===== src/rtl/mkd_pkg.sv =====
`timescale 1ns / 1ps
// Shared types, codes and lookup tables for the Morse key decoder.
package mkd_pkg;

   localparam int COUNT_WIDTH_DEFAULT = 16;
   localparam int CSR_WIDTH           = 16;
   localparam int CSR_INDEX_WIDTH     = 2;
   localparam int SLOT_COUNT          = 5;
   localparam int SLOT_INDEX_WIDTH    = 3;
   localparam int LETTER_COUNT        = 26;
   localparam int DIGIT_COUNT         = 10;

   // Configuration register indexes.
   localparam logic [CSR_INDEX_WIDTH-1:0] CSR_DOT_MIN  = 2'd0;
   localparam logic [CSR_INDEX_WIDTH-1:0] CSR_DASH_MIN = 2'd1;
   localparam logic [CSR_INDEX_WIDTH-1:0] CSR_END_MIN  = 2'd2;

   localparam logic [CSR_WIDTH-1:0] DOT_MIN_RESET  = 16'd50;
   localparam logic [CSR_WIDTH-1:0] DASH_MIN_RESET = 16'd400;
   localparam logic [CSR_WIDTH-1:0] END_MIN_RESET  = 16'd1200;

   // Press classes as seen on the result channel.
   typedef enum logic [1:0] {
      KIND_DOT   = 2'd0,
      KIND_DASH  = 2'd1,
      KIND_END   = 2'd2,
      KIND_SHORT = 2'd3
   } kind_type;

   // Symbol slot codes.
   typedef logic [1:0] slot_type;
   localparam slot_type SLOT_DOT   = 2'd0;
   localparam slot_type SLOT_DASH  = 2'd1;
   localparam slot_type SLOT_EMPTY = 2'd2;

   typedef slot_type [SLOT_COUNT-1:0] slots_type;

   localparam logic [6:0] ASCII_A    = 7'd65;
   localparam logic [6:0] ASCII_ZERO = 7'd48;

   // Letters A..Z: slots 0..3 packed two bits each, slot 0 lowest.
   localparam logic [7:0] LETTER_CODES [LETTER_COUNT] = '{
      8'ha4, 8'h01, 8'h11, 8'h81, 8'ha8, 8'h10, 8'h85, 8'h00, 8'ha0, 8'h54,
      8'h91, 8'h04, 8'ha5, 8'ha1, 8'h95, 8'h14, 8'h45, 8'h84, 8'h80, 8'ha9,
      8'h90, 8'h40, 8'h94, 8'h41, 8'h51, 8'h05
   };

   // Digits 0..9: dash flags of slots 0..4, slot 0 in bit 0.
   localparam logic [SLOT_COUNT-1:0] DIGIT_CODES [DIGIT_COUNT] = '{
      5'h1f, 5'h1e, 5'h1c, 5'h18, 5'h10, 5'h00, 5'h01, 5'h03, 5'h07, 5'h0f
   };

   // Outcome of one character translation.
   typedef struct packed {
      logic       ok;
      logic [6:0] code;
   } char_type;

endpackage


===== src/rtl/mkd_req_if.sv =====
`timescale 1ns / 1ps
// Key sample channel and result channel interfaces.
interface mkd_req_if;
   logic valid;
   logic ready;
   logic key_down;

   modport source (output valid, output key_down, input ready);
   modport sink   (input valid, input key_down, output ready);
endinterface

interface mkd_rsp_if;
   logic       valid;
   logic       ready;
   logic [1:0] press_kind;
   logic       char_done;
   logic       char_ok;
   logic [6:0] char_code;

   modport source (output valid, output press_kind, output char_done, output char_ok,
                   output char_code, input ready);
   modport sink   (input valid, input press_kind, input char_done, input char_ok,
                   input char_code, output ready);
endinterface


===== src/rtl/mkd_classify.sv =====
`timescale 1ns / 1ps
// Press duration classifier against the three thresholds.
module mkd_classify #(
   parameter int CountWidth = mkd_pkg::COUNT_WIDTH_DEFAULT
) (
   input  logic [CountWidth-1:0]         press_ticks,
   input  logic [mkd_pkg::CSR_WIDTH-1:0] dot_min,
   input  logic [mkd_pkg::CSR_WIDTH-1:0] dash_min,
   input  logic [mkd_pkg::CSR_WIDTH-1:0] end_min,
   output mkd_pkg::kind_type             kind
);
   import mkd_pkg::*;

   localparam int CmpWidth = (CountWidth > CSR_WIDTH) ? CountWidth : CSR_WIDTH;

   logic [CmpWidth-1:0] ticks_ext;

   assign ticks_ext = CmpWidth'(press_ticks);

   // End wins over everything, even when thresholds are out of order.
   always_comb begin
      if (ticks_ext >= CmpWidth'(end_min)) begin
         kind = KIND_END;
      end else if (ticks_ext >= CmpWidth'(dash_min)) begin
         kind = KIND_DASH;
      end else if (ticks_ext >= CmpWidth'(dot_min)) begin
         kind = KIND_DOT;
      end else begin
         kind = KIND_SHORT;
      end
   end

endmodule


===== src/rtl/mkd_translate.sv =====
`timescale 1ns / 1ps
// Symbol slot pattern to ASCII lookup for letters and digits.
module mkd_translate (
   input  mkd_pkg::slots_type slots,
   output mkd_pkg::char_type  result
);
   import mkd_pkg::*;

   logic [7:0]            letter_key;
   logic [SLOT_COUNT-1:0] digit_key;
   char_type              letter_hit;
   char_type              digit_hit;

   assign letter_key = {slots[3], slots[2], slots[1], slots[0]};

   always_comb begin
      for (int i = 0; i < SLOT_COUNT; i++) begin
         digit_key[i] = (slots[i] == SLOT_DASH);
      end
   end

   // Scan from the top so the lowest matching entry wins.
   always_comb begin
      letter_hit = '0;
      for (int i = LETTER_COUNT - 1; i >= 0; i--) begin
         if (LETTER_CODES[i] == letter_key) begin
            letter_hit.ok   = 1'b1;
            letter_hit.code = 7'(ASCII_A + 7'(i));
         end
      end
   end

   always_comb begin
      digit_hit = '0;
      for (int i = DIGIT_COUNT - 1; i >= 0; i--) begin
         if (DIGIT_CODES[i] == digit_key) begin
            digit_hit.ok   = 1'b1;
            digit_hit.code = 7'(ASCII_ZERO + 7'(i));
         end
      end
   end

   assign result = (slots[SLOT_COUNT-1] == SLOT_EMPTY) ? letter_hit : digit_hit;

endmodule


===== src/rtl/morse_key_decoder.sv =====
`timescale 1ns / 1ps
// Morse key decoder: times key presses and translates dot/dash patterns to ASCII.
// A release beat's result is presented from the output register in the next cycle.
// Throughput: one key sample beat per cycle while the result register is empty or
// draining; only the slot and counter update sit in the loop from one sample to the next.
// Reset (synchronous, active high): press counter and key history cleared, all slots
// empty, thresholds back to 50 / 400 / 1200 sample ticks, result register empty.
module morse_key_decoder #(
   parameter int CountWidth = mkd_pkg::COUNT_WIDTH_DEFAULT
) (
   input  logic                                clock,
   input  logic                                reset,
   mkd_req_if.sink                             req_bus,
   mkd_rsp_if.source                           rsp_bus,
   input  logic                                csr_wr_en,
   input  logic [mkd_pkg::CSR_INDEX_WIDTH-1:0] csr_index,
   input  logic [mkd_pkg::CSR_WIDTH-1:0]       csr_wr_data
);
   import mkd_pkg::*;

   // Threshold registers.
   logic [CSR_WIDTH-1:0] dot_min_ff, dash_min_ff, end_min_ff;

   // Press timing and symbol state.
   logic [CountWidth-1:0]       press_ticks_ff, press_ticks_in;
   logic                        key_was_down_ff, key_was_down_in;
   slots_type                   slots_ff, slots_in;
   logic [SLOT_INDEX_WIDTH-1:0] slot_index_ff, slot_index_in;

   // Result register.
   logic       rsp_valid_ff, rsp_valid_in;
   logic [1:0] press_kind_ff;
   logic       char_done_ff, char_ok_ff;
   logic [6:0] char_code_ff;

   logic                        beat_in;
   logic                        release_beat;
   kind_type                    kind;
   slots_type                   slots_upd;
   logic [SLOT_INDEX_WIDTH-1:0] slot_index_upd;
   logic                        char_done;
   char_type                    char_res;

   // Take a new sample whenever the result register is empty or drains this cycle.
   assign req_bus.ready = !rsp_valid_ff || rsp_bus.ready;
   assign beat_in       = req_bus.valid && req_bus.ready;
   assign release_beat  = beat_in && !req_bus.key_down && key_was_down_ff;

   mkd_classify #(
      .CountWidth (CountWidth)
   ) u_classify (
      .press_ticks (press_ticks_ff),
      .dot_min     (dot_min_ff),
      .dash_min    (dash_min_ff),
      .end_min     (end_min_ff),
      .kind        (kind)
   );

   // Fill the current slot; a too-short press uses it up but leaves it empty, and an end press finishes the character.
   always_comb begin
      slots_upd      = slots_ff;
      slot_index_upd = slot_index_ff;
      char_done      = 1'b0;
      if (kind == KIND_END) begin
         char_done = 1'b1;
      end else begin
         if (slot_index_ff < SLOT_INDEX_WIDTH'(SLOT_COUNT)) begin
            if (kind != KIND_SHORT) begin
               slots_upd[slot_index_ff] = (kind == KIND_DASH) ? SLOT_DASH : SLOT_DOT;
            end
            slot_index_upd = slot_index_ff + SLOT_INDEX_WIDTH'(1);
         end
         if (slot_index_upd >= SLOT_INDEX_WIDTH'(SLOT_COUNT)) begin
            char_done = 1'b1;
         end
      end
   end

   mkd_translate u_translate (
      .slots  (slots_upd),
      .result (char_res)
   );

   // Next state: count held ticks (saturating), act on the release tick only.
   always_comb begin
      press_ticks_in  = press_ticks_ff;
      key_was_down_in = key_was_down_ff;
      slots_in        = slots_ff;
      slot_index_in   = slot_index_ff;
      if (beat_in) begin
         if (req_bus.key_down) begin
            if (press_ticks_ff != '1) begin
               press_ticks_in = press_ticks_ff + CountWidth'(1);
            end
            key_was_down_in = 1'b1;
         end else if (key_was_down_ff) begin
            press_ticks_in  = '0;
            key_was_down_in = 1'b0;
            if (char_done) begin
               slots_in      = {SLOT_COUNT{SLOT_EMPTY}};
               slot_index_in = '0;
            end else begin
               slots_in      = slots_upd;
               slot_index_in = slot_index_upd;
            end
         end
      end
   end

   // Hold the result beat until the sink takes it.
   always_comb begin
      if (release_beat) begin
         rsp_valid_in = 1'b1;
      end else if (rsp_bus.ready) begin
         rsp_valid_in = 1'b0;
      end else begin
         rsp_valid_in = rsp_valid_ff;
      end
   end

   always_ff @(posedge clock) begin
      if (reset) begin
         dot_min_ff      <= DOT_MIN_RESET;
         dash_min_ff     <= DASH_MIN_RESET;
         end_min_ff      <= END_MIN_RESET;
         press_ticks_ff  <= '0;
         key_was_down_ff <= 1'b0;
         slots_ff        <= {SLOT_COUNT{SLOT_EMPTY}};
         slot_index_ff   <= '0;
         rsp_valid_ff    <= 1'b0;
      end else begin
         if (csr_wr_en) begin
            unique case (csr_index)
               CSR_DOT_MIN:  dot_min_ff  <= csr_wr_data;
               CSR_DASH_MIN: dash_min_ff <= csr_wr_data;
               CSR_END_MIN:  end_min_ff  <= csr_wr_data;
               default: begin
               end
            endcase
         end
         press_ticks_ff  <= press_ticks_in;
         key_was_down_ff <= key_was_down_in;
         slots_ff        <= slots_in;
         slot_index_ff   <= slot_index_in;
         rsp_valid_ff    <= rsp_valid_in;
      end
   end

   // Payload needs no reset; load it on the release beat only.
   always_ff @(posedge clock) begin
      if (release_beat) begin
         press_kind_ff <= kind;
         char_done_ff  <= char_done;
         char_ok_ff    <= char_done && char_res.ok;
         char_code_ff  <= (char_done && char_res.ok) ? char_res.code : 7'd0;
      end
   end

   assign rsp_bus.valid      = rsp_valid_ff;
   assign rsp_bus.press_kind = press_kind_ff;
   assign rsp_bus.char_done  = char_done_ff;
   assign rsp_bus.char_ok    = char_ok_ff;
   assign rsp_bus.char_code  = char_code_ff;

endmodule

===== src/flat_wrapper.sv =====
// flat-port wrapper written by rule: the top's interface ports become plain ports
module morse_key_decoder_flat import mkd_pkg::*;
#(
   parameter int CountWidth = mkd_pkg::COUNT_WIDTH_DEFAULT
)
  (clock, reset, csr_wr_en, csr_index, csr_wr_data, req_bus_valid, req_bus_key_down, req_bus_ready, rsp_bus_valid, rsp_bus_press_kind, rsp_bus_char_done, rsp_bus_char_ok, rsp_bus_char_code, rsp_bus_ready);
  mkd_req_if req_bus_i ();
  mkd_rsp_if rsp_bus_i ();
  input  logic clock;
  input  logic reset;
  input  logic csr_wr_en;
  input  logic [mkd_pkg::CSR_INDEX_WIDTH-1:0] csr_index;
  input  logic [mkd_pkg::CSR_WIDTH-1:0] csr_wr_data;
  input wire logic [$bits(req_bus_i.valid)-1:0] req_bus_valid;
  input wire logic [$bits(req_bus_i.key_down)-1:0] req_bus_key_down;
  output wire logic [$bits(req_bus_i.ready)-1:0] req_bus_ready;
  output wire logic [$bits(rsp_bus_i.valid)-1:0] rsp_bus_valid;
  output wire logic [$bits(rsp_bus_i.press_kind)-1:0] rsp_bus_press_kind;
  output wire logic [$bits(rsp_bus_i.char_done)-1:0] rsp_bus_char_done;
  output wire logic [$bits(rsp_bus_i.char_ok)-1:0] rsp_bus_char_ok;
  output wire logic [$bits(rsp_bus_i.char_code)-1:0] rsp_bus_char_code;
  input wire logic [$bits(rsp_bus_i.ready)-1:0] rsp_bus_ready;
  assign req_bus_i.valid = req_bus_valid;
  assign req_bus_i.key_down = req_bus_key_down;
  assign req_bus_ready = req_bus_i.ready;
  assign rsp_bus_valid = rsp_bus_i.valid;
  assign rsp_bus_press_kind = rsp_bus_i.press_kind;
  assign rsp_bus_char_done = rsp_bus_i.char_done;
  assign rsp_bus_char_ok = rsp_bus_i.char_ok;
  assign rsp_bus_char_code = rsp_bus_i.char_code;
  assign rsp_bus_i.ready = rsp_bus_ready;
  morse_key_decoder #(.CountWidth(CountWidth)) u_core (.clock(clock), .reset(reset), .req_bus(req_bus_i), .rsp_bus(rsp_bus_i), .csr_wr_en(csr_wr_en), .csr_index(csr_index), .csr_wr_data(csr_wr_data));
endmodule

===== config.mk =====
export PLATFORM = sky130hd
export DESIGN_NAME = morse_key_decoder_flat
export DESIGN_NICKNAME = d
export VERILOG_FILES = /design/src/rtl/mkd_pkg.sv /design/src/rtl/mkd_req_if.sv /design/src/rtl/mkd_classify.sv /design/src/rtl/mkd_translate.sv /design/src/rtl/morse_key_decoder.sv /design/src/flat_wrapper.sv
export SDC_FILE = /design/constraint.sdc
export NUM_CORES = 1
export LEC_CHECK = 0
export BUFFER_PORTS_ARGS = -buffer_cell sky130_fd_sc_hd__buf_2
export CORE_MARGIN = 2
export CORE_UTILIZATION = 50
export CTS_CLUSTER_DIAMETER = 100
export DETAILED_ROUTE_END_ITERATION = 6
export PLACE_DENSITY = 0.73
export RECOVER_POWER = 50
export SETUP_SLACK_MARGIN = 0.5
export SLEW_MARGIN = 20
export SYNTH_ARGS = -nofsm -noshare
export SYNTH_HDL_FRONTEND = slang
export SYNTH_HIERARCHICAL = 1
export SYNTH_SLANG_ARGS = --single-unit

===== constraint.sdc =====
create_clock -name clock -period 5.6 [get_ports clock]
set_input_delay 0.28 -clock clock [delete_from_list [all_inputs] [get_ports clock]]
set_output_delay 0.28 -clock clock [all_outputs]
set_load 0.05 [all_outputs]

==> flow_summary_export.csv <==
group,metric,value,unit
setup_path,crit_chain,"ha_1 -> a21oi_1 -> o21ai_1 -> a221oi_1 -> o211ai_1 -> o21bai_2 -> nor4b_2 -> mux2_2 -> or4_4 -> or4_4 -> nand4_2 -> nor4_2 -> a222oi_1 -> buf_4 -> and3_1",
die,fp.dieH,110,um
min_path,min_path_type,"primary input to register",
clock_tree,clk_pin_slew,0.08,ns
clock_tree,clock_path_buffers,2,
setup_path,reg2reg_from,"u_core/press_ticks_ff[5]",
logic_synthesis,synth_area,0.00559,sq mm
logic_synthesis,muxShareOfSynthArea,0.0136,
pwr,power.leakage,2.38,nW
clock_tree,root_buffer,"clkbuf_8",
timing,clock_skew,0.00965,ns
die,coreArea,0.0109,sq mm
global_routing,grt_pass1_wl,22700,um
timing,worst_pin_slew,2.15,ns
setup_path,path_max_fanout,12,
min_path,holdCritStartpoint,"csr_wr_data[1]",
place,post-dp-hpwl,10300,um
clock_tree,cts.sinks,90,
logic_synthesis,synthesis.nets,767,
logic_synthesis,syn_area_per_cell,8.07,sq um
die,fp-row-count,38,
logic_synthesis,synthDistinctLibCells,75,
global_routing,antenna_found_initial,0,
logic_synthesis,syn_inst,693,
setup_path,startpoint,"u_core/press_ticks_ff[5]",
setup_path,critPathKind,"register to register",
final_layout,area_growth,7.99,%
timing,tns,0,ns
route,wl_per_cell,16.2,um
setup_path,slowest_stage,"dfxtp_1",
setup_path,crit_top_cell,"or4_4",
timing,max_freq,214,MHz
die,die_area,0.0120,sq mm
final_layout,layout-drive-gt1-share,0.0976,
place,port_buffers,36,
timing,finalHoldViolCount,0,
clock_tree,cts_buffers,9,
route,dr.pass1.iters,4,
timing,min_period,4.66,ns
setup_path,cp_slowest_stage_delay,0.55,ns
logic_synthesis,synth_edf_count,11,
setup_path,critPathRequiredTime,5.84,ns
timing,max_slew_margin,-0.435,
pwr,ir_drop,0.202,mV
final_layout,final_nets,787,
logic_synthesis,synth_compound_area_frac,0.181,
final_layout,final_common_cell,"nand2_1",
die,start_util,0.514,
timing,final-setup-viol-count,0,
global_routing,grt_max_degree,47,
clock_tree,htree_levels,3,
global_routing,grt_pass1_vias,4608,
clock_tree,clk-insertion-delay-late,0.37,ns
route,drt-total-wl,13900,um
clock_tree,cts_tree,"yes",
logic_synthesis,ys_seq_elements,90,
logic_synthesis,ys.flop_type,"dfxtp_1",
run_status,status,"complete, but fails checks",
route,ant_nets,0,
global_routing,grt_usage,0.240,
pwr,p_total,1.23,mW
setup_path,start_kind,"register",
route,routed_via_density,5.95,
route,post-route-drc-count,0,
setup_path,endpoint_kind,"register",
timing,fin_crit_sh,0.833,
timing,rsz0062_at_grt,"false",
logic_synthesis,synth-simple-area-share,0.286,
logic_synthesis,synth_xor_area_frac,0.00313,
global_routing,grt_overflow,0,
die,io_pins,37,
logic_synthesis,synth-seq-area-share,0.342,
timing,finalMaxSlewViolations,64,
final_layout,final_cell_mix,"139 x nand2_1, 79 x dfxtp_1, 66 x a21oi_1",
route,dr_total_vias,5101,
die,die_w,110,um
run_status,violations,"max-capacitance violations, max-slew violations",
flow_run,drv_cap,2,
pwr,power_density,203,mW/mm^2
logic_synthesis,yosysWarningCount,6,
place,routabilityCongestion,0.887,
logic_synthesis,yosys.area_share.adder,0.112,
final_layout,diodes,0,
route,drt_iter0_markers,386,
logic_synthesis,synth_top_family_by_area,"simple AND/OR/NAND/NOR gates",
setup_path,cp.arrival,4.90,ns
logic_synthesis,synthArstFlopShare,0,
==> cell families after synthesis <==
kind of cell | after synthesis
AO/OA/AOI/OAI | 155
flip-flops | 90
multiplexers | 7
adder cells (fa/ha/maj) | 50
buffers and inverters | 85
XOR/XNOR | 2
AND/OR/NAND/NOR | 304
==> cell usage after synthesis (6+ instances only) <==
library cell,count,share of area
or4_1,7,0.0094
o31ai_1,10,0.013
or3_1,6,0.0067
a32o_1,7,0.013
clkbuf_1,22,0.015
nor3_1,7,0.0063
nand2b_1,9,0.010
nor4_1,6,0.0067
nor2b_1,12,0.013
a21o_1,10,0.013
and3_1,9,0.010
edfxtp_1,11,0.059
inv_1,52,0.035
dfxtp_1,79,0.28
a21oi_1,66,0.059
o21ai_0,10,0.0089
nand3_1,27,0.024
nor2_1,27,0.018
nand2_1,139,0.093
nand4_1,11,0.012
ha_1,50,0.11
a31oi_1,6,0.0067
o211ai_1,6,0.0081
==> repair_timing <==
action                                  CTS  global route
endpoints found under the setup margin    0             8
gates resized for setup                   0             4
hold buffers                              0             0
hold endpoints to repair                  0             0
setup buffers                             0             1
==> final timing paths <==
path,end,slack (ns),cells after the start
max,u_core/rsp_bus.char_code[4],0.94,15
min,u_core/dot_min_ff[1],0.15,3
max reg2reg,u_core/rsp_bus.char_code[4],0.94,15
min reg2reg,u_core/slots_ff[5],0.46,1
==> where the power goes <==
group / internal, mW / switching [mW] / total [mW]
registers: 0.666 / 0.00827 / 0.674
clock network: 0.231 / 0.226 / 0.457
logic: 0.0317 / 0.0641 / 0.0957
==> metal layers <==
metal	wire length, um	vias to the layer above	global-route usage
met4	144	0	0.0597
met2	6120	171	0.370
met5	0	-	0
li1	-	2523	-
met1	6800	2393	0.342
met3	857	14	0.0474
==> flip-flops by register name, indices dropped and copies added, names as in the netlist, 2 cells and up <==
signal	count
u_core/rsp_bus.char_code	7
u_core/slot_index_ff	3
u_core/rsp_bus.press_kind	2
u_core/press_ticks_ff	16
u_core/end_min_ff	16
u_core/dot_min_ff	16
u_core/dash_min_ff	16
u_core/slots_ff	10
==> through the flow <==
stage / instance area (sq um) / hold slack (ns) / instances / utilization / setup slack (ns)
detailed placement: 5830 / 0.433 / 841 / 0.536 / 0.525
floorplan: 5590 / 0.404 / 693 / - / 1.23
finish: 6040 / 0.147 / 857 / 0.555 / 0.937
CTS: 6040 / 0.130 / 856 / 0.554 / 0.510
global placement: 5830 / 0.427 / 841 / 0.536 / 0.699
global route: 6040 / 0.143 / 857 / 0.555 / 0.606
==> critical path: cells and delay by family, from the launching register on <==
| family | cells | cell delay, ns |
|---|---|---|
| AND/OR/NAND/NOR | 6 | 1.70 |
| multiplexers | 1 | 0.49 |
| buffers and inverters | 1 | 0.20 |
| adder cells (fa/ha/maj) | 1 | 0.32 |
| AO/OA/AOI/OAI | 6 | 1.27 |
| flip-flops | 1 | 0.55 |
==> final cells by class <==
type	instances	area (sq um)
Clock buffer	12	155
Clock inverter	3	47.5
Timing Repair Buffer	42	208
Multi-Input combinational cell	518	3350
Sequential cell	90	1910
Tap cell	140	175
Fill cell	1000	4850
Inverter	52	195
Note: power is estimated with default switching activity, not from simulation.
